`src/hw/rtl/pitot_pkg.sv`:
```
// Shared types, widths and reset constants for the pitot airspeed block.
package pitot_pkg;

  localparam int PRESS_W = 14;
  localparam int TEMP_W = 16;
  localparam int SCALE_W = 16;
  localparam int AIR_W = 16;
  localparam int CNT_W = 10;
  localparam int PROD_W = PRESS_W + SCALE_W;
  localparam int ROOT_W = PROD_W / 2;
  localparam int FILTER_SHIFT = 3;

  localparam int APB_AW = 4;
  localparam int APB_DW = 32;
  localparam int REG_IDX_W = 2;

  localparam logic [REG_IDX_W-1:0] REG_CALIB_SAMPLES = 2'd0;
  localparam logic [REG_IDX_W-1:0] REG_USE_FIXED_OFFSET = 2'd1;
  localparam logic [REG_IDX_W-1:0] REG_FIXED_OFFSET = 2'd2;
  localparam logic [REG_IDX_W-1:0] REG_SCALE_Q16 = 2'd3;

  localparam logic [CNT_W-1:0] CALIB_SAMPLES_RST = 10'd100;
  localparam logic [SCALE_W-1:0] SCALE_Q16_RST = 16'd524;

  typedef struct packed {
    logic [CNT_W-1:0] calib_samples;
    logic use_fixed_offset;
    logic [PRESS_W-1:0] fixed_offset;
    logic [SCALE_W-1:0] scale_q16;
  } cfg_t;

endpackage

```
`src/hw/rtl/pitot_regs.sv`:
```
// APB-style configuration registers of the pitot airspeed block.
module pitot_regs (
  input  logic clk,
  input  logic rst,
  input  logic psel,
  input  logic penable,
  input  logic pwrite,
  input  logic [pitot_pkg::APB_AW-1:0] paddr,
  input  logic [pitot_pkg::APB_DW-1:0] pwdata,
  output logic [pitot_pkg::APB_DW-1:0] prdata,
  output logic pready,
  output pitot_pkg::cfg_t cfg
);

  logic [pitot_pkg::REG_IDX_W-1:0] idx;
  logic wr;

  assign pready = 1'b1;
  assign idx = paddr[pitot_pkg::APB_AW-1:2];
  assign wr = psel && penable && pwrite;

  always_ff @(posedge clk) begin
    if (rst) begin
      cfg.calib_samples <= pitot_pkg::CALIB_SAMPLES_RST;
      cfg.use_fixed_offset <= 1'b0;
      cfg.fixed_offset <= '0;
      cfg.scale_q16 <= pitot_pkg::SCALE_Q16_RST;
    end else if (wr) begin
      case (idx)
        pitot_pkg::REG_CALIB_SAMPLES: begin
          cfg.calib_samples <= pwdata[pitot_pkg::CNT_W-1:0];
        end
        pitot_pkg::REG_USE_FIXED_OFFSET: begin
          cfg.use_fixed_offset <= pwdata[0];
        end
        pitot_pkg::REG_FIXED_OFFSET: begin
          cfg.fixed_offset <= pwdata[pitot_pkg::PRESS_W-1:0];
        end
        pitot_pkg::REG_SCALE_Q16: begin
          cfg.scale_q16 <= pwdata[pitot_pkg::SCALE_W-1:0];
        end
        default: begin
        end
      endcase
    end
  end

  always_comb begin
    prdata = '0;
    case (idx)
      pitot_pkg::REG_CALIB_SAMPLES: begin
        prdata[pitot_pkg::CNT_W-1:0] = cfg.calib_samples;
      end
      pitot_pkg::REG_USE_FIXED_OFFSET: begin
        prdata[0] = cfg.use_fixed_offset;
      end
      pitot_pkg::REG_FIXED_OFFSET: begin
        prdata[pitot_pkg::PRESS_W-1:0] = cfg.fixed_offset;
      end
      pitot_pkg::REG_SCALE_Q16: begin
        prdata[pitot_pkg::SCALE_W-1:0] = cfg.scale_q16;
      end
      default: begin
      end
    endcase
  end

endmodule

```
`src/hw/rtl/pitot_sqrt.sv`:
```
// Iterative integer square root, one result bit per clock cycle.
module pitot_sqrt (
  input  logic clk,
  input  logic rst,
  input  logic start,
  input  logic [pitot_pkg::PROD_W-1:0] radicand,
  output logic [pitot_pkg::ROOT_W-1:0] root,
  output logic done
);

  localparam int REM_W = pitot_pkg::ROOT_W + 3;
  localparam int ITER_W = $clog2(pitot_pkg::ROOT_W);
  localparam logic [ITER_W-1:0] LAST = ITER_W'(pitot_pkg::ROOT_W - 1);

  logic busy;
  logic [ITER_W-1:0] iter;
  logic [pitot_pkg::PROD_W-1:0] bits;
  logic [REM_W-1:0] rem;
  logic [REM_W-1:0] rem_shift;
  logic [REM_W-1:0] trial;
  logic [REM_W-1:0] rem_next;
  logic [pitot_pkg::ROOT_W-1:0] root_next;

  always_comb begin
    rem_shift = {rem[REM_W-3:0], bits[pitot_pkg::PROD_W-1 -: 2]};
    trial = {1'b0, root, 2'b01};
    if (rem_shift >= trial) begin
      rem_next = rem_shift - trial;
      root_next = {root[pitot_pkg::ROOT_W-2:0], 1'b1};
    end else begin
      rem_next = rem_shift;
      root_next = {root[pitot_pkg::ROOT_W-2:0], 1'b0};
    end
  end

  always_ff @(posedge clk) begin
    if (rst) begin
      busy <= 1'b0;
      done <= 1'b0;
      iter <= '0;
    end else begin
      done <= 1'b0;
      if (start) begin
        busy <= 1'b1;
        iter <= '0;
        bits <= radicand;
        rem <= '0;
        root <= '0;
      end else if (busy) begin
        bits <= {bits[pitot_pkg::PROD_W-3:0], 2'b00};
        rem <= rem_next;
        root <= root_next;
        iter <= iter + 1'b1;
        if (iter == LAST) begin
          busy <= 1'b0;
          done <= 1'b1;
        end
      end
    end
  end

endmodule

```
`src/hw/rtl/pitot_airspeed_from_pressure.sv`:
```
// Top level of the pitot airspeed block: sequencer, calibration and smoothing.
// The block takes one four-byte sensor word at a time and returns one result word for it.
// A rejected or calibration word has its result word valid in the cycle after it is accepted.
// A measurement word passes in order through the multiply, the root load, the square-root
// unit, which resolves one root bit per cycle, the handoff of the root's done flag and the
// filter, and its result word is then valid.
// in_ready stays low from acceptance until the result word has been taken, so the block
// accepts no new word while the result word for the last one is still pending.
module pitot_airspeed_from_pressure #(
  parameter int FILTER_SHIFT = pitot_pkg::FILTER_SHIFT
) (
  input  logic clk,
  input  logic rst,
  input  logic psel,
  input  logic penable,
  input  logic pwrite,
  input  logic [pitot_pkg::APB_AW-1:0] paddr,
  input  logic [pitot_pkg::APB_DW-1:0] pwdata,
  output logic [pitot_pkg::APB_DW-1:0] prdata,
  output logic pready,
  input  logic in_valid,
  output logic in_ready,
  input  logic [7:0] byte0,
  input  logic [7:0] byte1,
  input  logic [7:0] byte2,
  input  logic [7:0] byte3,
  output logic out_valid,
  input  logic out_ready,
  output logic [pitot_pkg::PRESS_W-1:0] pressure_raw,
  output logic [pitot_pkg::TEMP_W-1:0] temperature_raw,
  output logic reading_valid,
  output logic calibrating,
  output logic [pitot_pkg::PRESS_W-1:0] offset_now,
  output logic [pitot_pkg::AIR_W-1:0] airspeed_q8,
  output logic airspeed_updated
);

  localparam int OFS_ACC_W = pitot_pkg::PRESS_W + FILTER_SHIFT + 1;
  localparam int AIR_ACC_W = pitot_pkg::AIR_W + FILTER_SHIFT + 1;

  typedef enum logic [5:0] {
    S_IDLE = 6'b000001,
    S_MUL  = 6'b000010,
    S_LOAD = 6'b000100,
    S_ROOT = 6'b001000,
    S_FILT = 6'b010000,
    S_DONE = 6'b100000
  } state_t;

  state_t state;
  pitot_pkg::cfg_t cfg;

  logic [pitot_pkg::PRESS_W-1:0] p_in;
  logic [pitot_pkg::TEMP_W-1:0] t_in;
  logic good;
  logic cal;
  logic [pitot_pkg::PRESS_W-1:0] pressure_offset;
  logic [pitot_pkg::CNT_W-1:0] calib_done_count;
  logic [pitot_pkg::AIR_W-1:0] airspeed_filtered;
  logic [pitot_pkg::PRESS_W-1:0] diff;
  logic [pitot_pkg::PROD_W-1:0] prod;
  logic [OFS_ACC_W-1:0] ofs_acc;
  logic [AIR_ACC_W-1:0] air_acc;
  logic [pitot_pkg::ROOT_W-1:0] root;
  logic root_done;

  pitot_regs u_regs (
    .clk     (clk),
    .rst     (rst),
    .psel    (psel),
    .penable (penable),
    .pwrite  (pwrite),
    .paddr   (paddr),
    .pwdata  (pwdata),
    .prdata  (prdata),
    .pready  (pready),
    .cfg     (cfg)
  );

  pitot_sqrt u_sqrt (
    .clk      (clk),
    .rst      (rst),
    .start    (state == S_LOAD),
    .radicand (prod),
    .root     (root),
    .done     (root_done)
  );

  assign p_in = {byte0[5:0], byte1};
  assign t_in = {byte2, byte3[7:5], 5'b00000};
  assign good = (p_in != '0) && (t_in != '0);
  assign cal = good && (calib_done_count < cfg.calib_samples);

  assign ofs_acc = (OFS_ACC_W'(pressure_offset) << FILTER_SHIFT) -
                   OFS_ACC_W'(pressure_offset) + OFS_ACC_W'(p_in);
  assign air_acc = (AIR_ACC_W'(airspeed_filtered) << FILTER_SHIFT) -
                   AIR_ACC_W'(airspeed_filtered) + AIR_ACC_W'(root);

  assign in_ready = (state == S_IDLE);
  assign out_valid = (state == S_DONE);
  assign offset_now = pressure_offset;
  assign airspeed_q8 = airspeed_filtered;

  always_ff @(posedge clk) begin
    if (rst) begin
      state <= S_IDLE;
      pressure_offset <= '0;
      calib_done_count <= '0;
      airspeed_filtered <= '0;
    end else begin
      case (state)
        S_IDLE: begin
          if (in_valid) begin
            pressure_raw <= p_in;
            temperature_raw <= t_in;
            reading_valid <= good;
            calibrating <= cal;
            airspeed_updated <= good && !cal;
            diff <= (p_in > pressure_offset) ? (p_in - pressure_offset) : '0;
            if (cal) begin
              pressure_offset <= cfg.use_fixed_offset ? cfg.fixed_offset :
                                 ofs_acc[FILTER_SHIFT +: pitot_pkg::PRESS_W];
              calib_done_count <= calib_done_count + 1'b1;
            end
            state <= (good && !cal) ? S_MUL : S_DONE;
          end
        end
        S_MUL: begin
          prod <= pitot_pkg::PROD_W'(diff * cfg.scale_q16);
          state <= S_LOAD;
        end
        S_LOAD: begin
          state <= S_ROOT;
        end
        S_ROOT: begin
          if (root_done) begin
            state <= S_FILT;
          end
        end
        S_FILT: begin
          airspeed_filtered <= air_acc[FILTER_SHIFT +: pitot_pkg::AIR_W];
          state <= S_DONE;
        end
        S_DONE: begin
          if (out_ready) begin
            state <= S_IDLE;
          end
        end
        default: begin
          state <= S_IDLE;
        end
      endcase
    end
  end

endmodule
```
`config.mk`:
```
export PLATFORM = sky130hd
export DESIGN_NAME = pitot_airspeed_from_pressure
export DESIGN_NICKNAME = d
export VERILOG_FILES = /design/src/hw/rtl/pitot_pkg.sv /design/src/hw/rtl/pitot_regs.sv /design/src/hw/rtl/pitot_sqrt.sv /design/src/hw/rtl/pitot_airspeed_from_pressure.sv
export SDC_FILE = /design/constraint.sdc
export NUM_CORES = 1
export LEC_CHECK = 0
export ABC_CLOCK_PERIOD_IN_PS = 13300
export BUFFER_PORTS_ARGS = -buffer_cell sky130_fd_sc_hd__buf_2
export CORE_MARGIN = 4
export CORE_UTILIZATION = 55
export DETAILED_ROUTE_END_ITERATION = 10
export PLACE_DENSITY_LB_ADDON = 0.2
export SLEW_MARGIN = 10
export SYNTH_ARGS = -nofsm -noshare
export SYNTH_HDL_FRONTEND = slang
export SYNTH_HIERARCHICAL = 1
export SYNTH_SLANG_ARGS = --single-unit
export TNS_END_PERCENT = 30
```
`constraint.sdc`:
```
create_clock -name clk -period 13.3 [get_ports clk]
set_input_delay 1.33 -clock clk [delete_from_list [all_inputs] [get_ports clk]]
set_output_delay 1.33 -clock clk [all_outputs]
set_load 0.01 [all_outputs]
```
* After elaboration in Yosys (flattened, before gate mapping)
Cells that the tools add are included.
** Operators by class
- $add $sub $neg :: 8
- Multipliers :: 1
- Div/mod/pow operators :: 0
- Magnitude comparators :: 3
- Eq/ne operators :: 13
- Shift-type cells :: 0
- Multiplexer cells :: 20
- Bitwise operators :: 2
- Reduce and logical (&&, ||, !) cells :: 21
** Operator list (count)
- $mux W30 :: 2
- $pmux W6 S6 :: 1
- $mux W16 :: 2
- $mul A14 B16 Y30 :: 1
- $pmux W9 S3 :: 1
- $mux W6 :: 4
- $add A19 B15 Y19 :: 1
- $sub A19 B16 Y19 :: 1
- $ge A18 B17 Y1 :: 1
- $add A17 B14 Y17 :: 1
- $sub A17 B14 Y17 :: 1
- $reduce_bool A16 Y1 :: 1
- $sub A16 B16 Y16 :: 1
- $mux W15 :: 1
- $gt A14 B14 Y1 :: 1
- $mux W14 :: 1
- $reduce_bool A14 Y1 :: 1
- $sub A14 B14 Y14 :: 1
- $reduce_and A2 Y1 :: 6
- $add A10 B1 Y10 const B :: 1
- $lt A10 B10 Y1 :: 1
- $reduce_and A3 Y1 :: 3
- $pmux W4 S2 :: 1
- $eq A6 B1 Y1 const B :: 1
- 21 further kinds :: 32
** Storage, ports and cells
- Bits in registers :: 226
- Latch bits :: 0
- Bits in writable memories :: 0
- Bits in read-only memories :: 0
- Bits of input ports :: 75
- Output and inout bits :: 98
- Logic and storage cells :: 89
- Memories kept :: 0

* Logic depth before layout (Yosys ltp)
Gate-level depths: netlist (run 1).
- Depth in word-level cells :: 8
- Mapped depth :: 25
- Gate-level depth less buffers :: 24

* Modules after synthesis
The synthesis (run 1) kept the hierarchy.
** Modules (own cells, without submodules)
- pitot_airspeed_from_pressure :: instances 1, cells an instance 1548, area an instance 14269.9 um^2, seq. area each 3083.0 um^2
- pitot_sqrt :: instances 1, cells an instance 349, area an instance 3935.0 um^2, seq. area each 1951.9 um^2
- pitot_regs :: instances 1, cells an instance 212, area an instance 2154.6 um^2, seq. area each 820.8 um^2

* Worst setup path after synthesis (run 1)
Ideal clock, no wire load.
- Path type :: register to register
- Start point :: reg diff[3] (netlist bit)
- End point :: reg prod[28] (netlist bit), data pin
- Library setup time :: 0.258 ns
- Arrival :: 6.174 ns
- Data required time :: 13.042 ns
- Path slack :: 6.868 ns
- Cell stages (with the launch flop) :: 25
- Path buffers :: 1
- Period minus slack after synthesis :: 6.432 ns
- Path through :: edfxtp_1 > clkbuf_1 > and2_1 > fa_1 > inv_1 > fa_1 > inv_1 > fa_1 > inv_1 > fa_1 > inv_1 > fa_1 > inv_1 > fa_1 > inv_1 > ha_1 > a21o_1 > a2111oi_2 > a21oi_1 > a221oi_2 > nor2_1 > a221o_1 > a211o_1 > a21oi_1 > xnor2_1
** On the way
- Cells in the longest elaborated chain, start to end :: 1
** Ends and longest elaborated chain
- start, declared :: line pitot_airspeed_from_pressure.sv:60 : logic [pitot_pkg::PRESS_W-1:0] diff;
- start signal, assigned :: line pitot_airspeed_from_pressure.sv:119 : diff <= (p_in > pressure_offset) ? (p_in - pressure_offset) : '0;
- $mul A14 B16 Y30 :: line pitot_airspeed_from_pressure.sv:129 : prod <= pitot_pkg::PROD_W'(diff * cfg.scale_q16);
- end signal, assigned :: line pitot_airspeed_from_pressure.sv:129
- end, declared :: line pitot_airspeed_from_pressure.sv:61 : logic [pitot_pkg::PROD_W-1:0] prod;
Every way passes these cells.
A chain may end at the register's enable or synchronous reset.

* Worst setup path in the final report (run 1)
- Start point :: reg u_regs/cfg[6] (netlist name)
- End point :: reg prod[28] (netlist bit), data pin
** On the way
- Cells in the longest elaborated chain, start to end :: 1
** Ends and longest elaborated chain (line)
- $mul A14 B16 Y30 :: pitot_airspeed_from_pressure.sv:129
Every way passes these cells.

==> results.md, run 1 <==
- Die Wd: 200 um
- Final Total Pwr: 0.00292 W
- CORE AREA: 36500 um^2
- Die area: 40200 um^2
- Most common cell after layout, fill and taps aside: inv_1
- Post-CTS Resized: 0
- Clk sinks: 226
- Status: finished clean
- Top cells by area, synth: edfxtp_1 (20%), fa_1 (19%), ha_1 (11%)
- DR pass1 iterations: 5
- Most frequent cells in the layout: inv_1 (334), nand2_1 (198), fa_1 (190), ha_1 (171), edfxtp_1 (133)
- DP Worst Slack: 6.22 ns
- ANT nets after route: 0
- GPL Wtd Cong: 0.885
- Worst setup margin: 6.21 ns
- DR vias/cell: 5.53
- WL/cell: 17.3 um
- Achievable Freq: 0.141 GHz
- Post-synth EDFFs: 133
- Final-report max-slew violation count: 0
- Part of the power in combinational logic: 45.6%
- Number of global-route vias before repair: 15300
- Final hold violations: 0
- Largest area contributor in the synthesized netlist: edfxtp_1
- Switching share of power: 38.1%
- RSZ-0062 raised after global routing: no
- Largest net degree at the start of global routing: 88
- Crit. End Element: flip-flop
- Clk network pwr share: 24.0%
- Area growth syn-to-layout: 7.98%
- Post-DP Area: 21100 um^2
- Residual DRC: 0
- Design area: 22000 um^2
- Leak: 10.2 nW
- Register area share after synthesis: 28.8%
- Maxcap violations: 0
- VDD IR max: 151 uV
- Antenna Cells: 0
- Setup TNS: 0 ns
- Final setup viols: 0
- Final wirelength: 46100 um
- Sequential power share: 30.4%
- Avg Cell Area, Syn: 9.65 um^2
- CTS root buf: clkbuf_16
- Clock-pin slew on the worst setup and hold paths: 0.06 ns
- IO buf count: 125
- Initial Util: 55.7%
- Yosys top cell area share: 19.6%
- Gr ovfl total: 0
- Final worst path period share: 53.3%
- First-pass GRT wire length: 76900 um
- Worst Path Max Fanout: 16
- Max-slew headroom: 35.6%
- HP Class: flip-flop to flip-flop
- Total Routing Usage GR: 22.8%
- Final net count: 2617
- Worst-Margin Slew: 0.964 ns
- P_sw: 0.00111 W
- Layout cell share with drive strength beyond 1: 11.1%
- Post-layout min period: 7.09 ns
- Initial antenna violation count: 0
- DP Wirelength: 34400 um
- Warnings from Yosys: 6
- Synth Instances: 2109
- Die Height: 200 um
- Longest Clk Path Bufs: 3
- Crit path launch type: flip-flop
- Synthesized flop and latch total: 226
- Internal: 0.00181 W
- Endpoint arrival time on the critical path: 7.36 ns
- Hold-fix buffers, CTS: 0
- CTS tree: built
- Worst path required time: 13.58 ns
- Yosys cell types: 89
- Skew final: 0.0189 ns
- Violation count after the first detailed-route iteration: 788
- Async S/R FF share, synth: 0%
- TritonCTS buffer count: 27
- Synth Cell Area: 20400 um^2
- Vias: 14800
- Primary FF master, synth: edfxtp_1
- Cell Pwr Density: 133 nW/um^2
- Final core occ: 60.2%
- H-tree depth: 1
- Postcts setup bufs: 0
- IO Pins: 173
- Worst-skew pair later-pin latency: 0.53 ns
- Critical path type: flip-flop to flip-flop
- Rows: 70
[synth_stat cells (all sizes together), types with 19 or more instances]
cell and count:
mux2i 47, xor2 26, and2 114, buf 59, a21o 30, fa 190
nor3 25, clkbuf 53, inv 334, or3 19, ha 171, o21ai 54
a21oi 97, xnor2 48, edfxtp 133, dfxtp 93, nand2b 66, mux2 39
nand3 19, nor2 109, nand2 199
[metrics by stage]
step / cells / hold WS, ns
final: 2670 / 0.486
after global routing: 2670 / 0.511
after CTS: 2670 / 0.489
after detailed placement: 2620 / 0.478
after global placement: 2620 / 0.465
after floorplan: 2128 / 0.456
[path summary, 6_finish.rpt]
| check | end | slack (ns) | startpoint | depth (start not counted) |
|---|---|---|---|---|
| setup / recovery | prod[28] | 6.21 | u_regs/cfg[6] | 21 |
| hold / removal | state[4] | 0.49 | u_sqrt/done | 1 |
| setup reg to reg | prod[28] | 6.21 | u_regs/cfg[6] | 21 |
| hold reg to reg | state[4] | 0.49 | u_sqrt/done | 1 |
[registers in the layout, summed over array words and instances, names as in the netlist]
name and flops:
u_sqrt/busy 1, prod 30, reading_valid 1, u_sqrt/root 15
u_sqrt/rem 16, temperature_raw 11, calib_done_count 10, diff 14
airspeed_q8 16, pressure_raw 14, state 6, calibrating 1
u_sqrt/done 1, u_sqrt/bits 30, u_regs/cfg 41, airspeed_updated 1
offset_now 14, u_sqrt/iter 4
[logic make-up after synthesis]
family,Yosys count,synth area share [%]
XOR/XNOR,74,3.18
adder cells (fa/ha/maj),361,29.2
flip-flops,226,28.8
multiplexers,87,4.58
buffers and inverters,446,9.25
AND/OR/NAND/NOR,626,15.7
AO/OA/AOI/OAI,286,9.32
other,3,0.0553
[final cells by class]
cell class	instances	area, um^2
clock buffer	42	805
clock inverter	8	51.3
fill	3123	14500
inverter	334	1250
multi-input combinational	1456	12700
sequential	226	5860
tap	468	586
timing repair buffer	136	711
[power by group through the flow]
| stage | clock [W] | combinational (W) | sequential, W |
|---|---|---|---|
| final | 0.000703 | 0.00133 | 0.000887 |
| after global routing | 0.000752 | 0.00154 | 0.000892 |
| after CTS | 0.000720 | 0.00134 | 0.000885 |
| after detailed placement | 0 | 0.00133 | 0.000899 |
| after global placement | 0 | 0.00129 | 0.000900 |
| after floorplan | 0 | 0.00106 | 0.000864 |
[critical path, cell delays in order (launching register included)]
cell       delay [ns]
dfxtp_1          0.58
and2_1           0.32
fa_1             0.53
inv_1            0.05
fa_1             0.52
inv_1            0.05
fa_1             0.52
fa_1             0.44
fa_1             0.54
inv_1            0.05
fa_1             0.52
inv_1            0.05
ha_1             0.37
a21o_1           0.25
a2111oi_2        0.38
a21oi_1          0.21
a221oi_2         0.39
nor2_1           0.09
a221o_1          0.39
a211o_1          0.28
a21oi_1          0.20
xnor2_1          0.09
[layer usage]
metal  vias to the layer above  track usage, %  routed length, um
li1                       7031               -                  -
met1                      7231            30.3              19800
met2                       400            38.7              22200
met3                        94            4.11               2670
met4                         0            6.24               1390
met5                         -               0                  0
Note: power is estimated with default switching activity, not from simulation.
==> inputs of run 2 (changes only) <==
--- a/config.mk
+++ b/config.mk
@@ -5,7 +5,7 @@
 export SDC_FILE = /design/constraint.sdc
 export NUM_CORES = 1
 export LEC_CHECK = 0
-export ABC_CLOCK_PERIOD_IN_PS = 13300
+export ABC_CLOCK_PERIOD_IN_PS = 5700
 export BUFFER_PORTS_ARGS = -buffer_cell sky130_fd_sc_hd__buf_2
 export CORE_MARGIN = 4
 export CORE_UTILIZATION = 55
==> constraint.sdc (replaced) <==
create_clock -name clk -period 5.7 [get_ports clk]
set_input_delay 0.57 -clock clk [delete_from_list [all_inputs] [get_ports clk]]
set_output_delay 0.57 -clock clk [all_outputs]
set_load 0.01 [all_outputs]
==> run 2 against run 1 <==
  * The run now ends with negative setup slack left
  * Worst setup slack got worse by 6.7 ns
  * Global-route usage rose by 0.55 points
  * Register-to-register slack got worse by 6.7 ns
  * Fmax rose by 14%
  * Highest routed layer unchanged
  * Sequential cell count did not move
  * Sequential power rose by 130%
  * Clock skew fell by 0.0052 ns
  * Clock power rose by 140%
  * Via count rose by 1.1%
  * Wire length rose by 2.3%
  * Critical path depth rose by 2
  * First-iteration DRC count fell by 4.1%
==> results.md, run 2 (synthesized netlist as in run 1, its figures left out) <==
- H-tree depth: 1 (unchanged)
- WL/cell: 17.0 um (-1.8%)
- Design area: 23100 um^2 (+5.0%)
- Failing checks: negative setup slack
- Largest net degree at the start of global routing: 78 (-11%)
- Rows: 70 (unchanged)
- Most frequent cells in the layout: inv_1 (324), nand2_1 (197), fa_1 (189), ha_1 (161), edfxtp_1 (133)
- HP Class: input port to flip-flop
- Status: finished with violations
- Critical path type: flip-flop to flip-flop
- Layout cell share with drive strength beyond 1: 17.6% (+6.5 points)
- Endpoint arrival time on the critical path: 6.52 ns (-0.84 ns)
- Crit. End Element: flip-flop
- DP Worst Slack: -0.596 ns (-6.82 ns)
- Crit-path slowest cell: fa_1
- Met2 wire len: 23000 um (+3.8%)
- Worst Hold End: temperature_raw[11]
- Crit-path most repeated cell: fa_1
- Crit path max-delay family: adder cells
- Final wirelength: 47100 um (+2.3%)
- Skew final: 0.0137 ns (-0.00523 ns)
- Maxcap violations: 0 (unchanged)
- Post-layout min period: 6.24 ns (-0.850 ns)
- Violation count after the first detailed-route iteration: 756 (-4.1%)
- Vias: 14900 (+1.1%)
- Hold path start: byte2[3]
- Final worst path period share: 109% (+56 points)
- Cell Pwr Density: 330 nW/um^2 (+150%)
- Antenna Cells: 0 (unchanged)
- Worst Path Max Fanout: 7 (-9)
- Hold path depth: 1 (unchanged)
- Number of global-route vias before repair: 15500 (+1.2%)
- CORE AREA: 36500 um^2 (unchanged)
- TritonCTS buffer count: 26 (-3.7%)
- Post-DP Area: 22100 um^2 (+4.4%)
- Worst path required time: 5.98 ns (-7.60 ns)
- Worst setup margin: -0.536 ns (-6.75 ns)
- IO buf count: 125 (unchanged)
- DP Wirelength: 37200 um (+8.0%)
- DR pass1 iterations: 5 (unchanged)
- Final hold violations: 0 (unchanged)
- Final net count: 2727 (+4.2%)
- Reg2reg start: diff[2]
- R2r setup slk: -0.54 ns (-6.75 ns)
- Clock-pin slew on the worst setup and hold paths: 0.06 ns (about the same)
- Worst hold slack: 0.217 ns (-0.269 ns)
- Wl on met1: 20900 um (+5.4%)
- Max reg flops: 41 (unchanged)
- RSZ-0062 raised after global routing: yes
- Gr ovfl total: 0 (unchanged)
- CP peak stage delay: 0.54 ns (-0.04 ns)
- Die Height: 200 um (unchanged)
- Worst reg-to-reg path cell count: 23 (+9.5%)
- Total Routing Usage GR: 23.4% (+0.55 points)
- VDD IR max: 317 uV (+110%)
- DR top layer: met4
- Met3 routed WL: 2060 um (-23%)
- Clk sinks: 226 (unchanged)
- First-pass GRT wire length: 78500 um (+2.0%)
- IO Pins: 173 (unchanged)
- DR vias/cell: 5.37 (-2.9%)
- WP buf/inv: 5 (+1)
- ANT nets after route: 0 (unchanged)
- Final setup viols: 11 (+11)
- Most common cell after layout, fill and taps aside: inv_1
- Initial antenna violation count: 0 (unchanged)
- Achievable Freq: 0.160 GHz (+14%)
- Die area: 40200 um^2 (unchanged)
- GPL Wtd Cong: 0.897 (+1.4%)
- Top flop regs: u_regs/cfg: 41 flops, prod: 30 flops, u_sqrt/bits: 30 flops
- CP Cell Sequence: buf_6 -> and2_1 -> fa_1 -> inv_1 -> fa_1 -> inv_1 -> fa_1 -> fa_1 -> fa_1 -> inv_1 -> fa_1 -> inv_1 -> ha_4 -> nand4_1 -> nor2_1 -> a21oi_1 -> o21ai_1 -> a31o_2 -> o31a_1 -> a311o_1 -> a31o_1 -> a21oi_2 -> xnor2_1
- Die Wd: 200 um (unchanged)
- Reg2reg end: prod[29]
- Longest Clk Path Bufs: 3 (unchanged)
- Final-report max-slew violation count: 0 (unchanged)
- Hold-fix buffers, CTS: 0 (unchanged)
- Leak: 10.8 nW (+5.6%)
- Residual DRC: 0 (unchanged)
- CTS tree: built
- Crit path launch type: flip-flop
- Worst-skew pair later-pin latency: 0.54 ns (about the same)
- Initial Util: 55.7% (unchanged)
- Max-slew headroom: 30.7% (-4.9 points)
- Largest reg by FF count: u_regs/cfg
- Worst-Margin Slew: 1.04 ns (+0.0736 ns)
- Area growth syn-to-layout: 13.4%
- CTS root buf: clkbuf_16
-- run 2: cell count changes in the layout (fill, tap and decap cells not counted), moves of 10 or more --
cell,before,now
inv_2,0,10
and2_1,114,101
ha_1,171,161
and2_4,0,13
ha_4,0,10
inv_1,334,324
buf_4,12,118
-- run 2: worst register-to-register path: cells and delay by family, from the launching register on --
| kind | cells | cell delay, ns |
|---|---|---|
| DFF | 1 | 0.51 |
| and+or+nand+nor | 3 | 0.36 |
| buffers and inverters | 5 | 0.39 |
| adders and majority gates | 7 | 3.22 |
| xor gates and xnor gates | 1 | 0.07 |
| AOI/OAI and AO/OA | 7 | 1.44 |
-- run 2: where the power goes --
group	switching [W]	total, W	internal [W]
registers	0.000105	0.00200	0.00190
clock network	0.000683	0.00167	0.000992
logic	0.00203	0.00394	0.00191
total	0.00282	0.00761	0.00480
-- run 2: per-stage QoR --
step,cells,util (%),power (W),TNS [ns]
after detailed placement,2724,60.4,0.00577,-3.79
after floorplan,2128,-,0.00467,-1.36
after global routing,2779,63.2,0.00827,-5.31
after CTS,2778,63.0,0.00760,-2.67
final,2779,63.2,0.00761,-3.00
after global placement,2724,60.4,0.00568,-2.86
-- run 2: what timing repair did --
| item | in CTS | in global routing |
|---|---|---|
| gates cloned | 0 | 0 |
| pin swaps | 30 | 8 |
| buffers inserted | 6 | 1 |
| resized for setup | 18 | 15 |
| endpoints found under the setup margin | 11 | 15 |
-- run 2: final cells by class --
class,count,area (um^2)
well taps,468,586
repair buffers,247,1580
multi-input cells,1456,13000
inverters,334,1250
clock buffers,35,729
fillers,3010,13400
clock inverters,13,138
flip-flops and latches,226,5860
-- run 2: worst max path at each step --
stage / startpoint / end / depth (start not counted)
after floorplan: diff[3] / prod[28] / 24
after global placement: diff[4] / prod[29] / 23
after detailed placement: diff[4] / prod[29] / 23
after CTS: diff[4] / prod[29] / 23
after global routing: diff[4] / prod[28] / 23
final: diff[2] / prod[29] / 23
-- run 2: per-layer routing --
metal / track usage (%) / vias to the layer above
met5: 0 / -
met4: 5.48 / 0
met3: 3.45 / 70
met2: 40.1 / 286
met1: 31.5 / 7327
li1: - / 7237
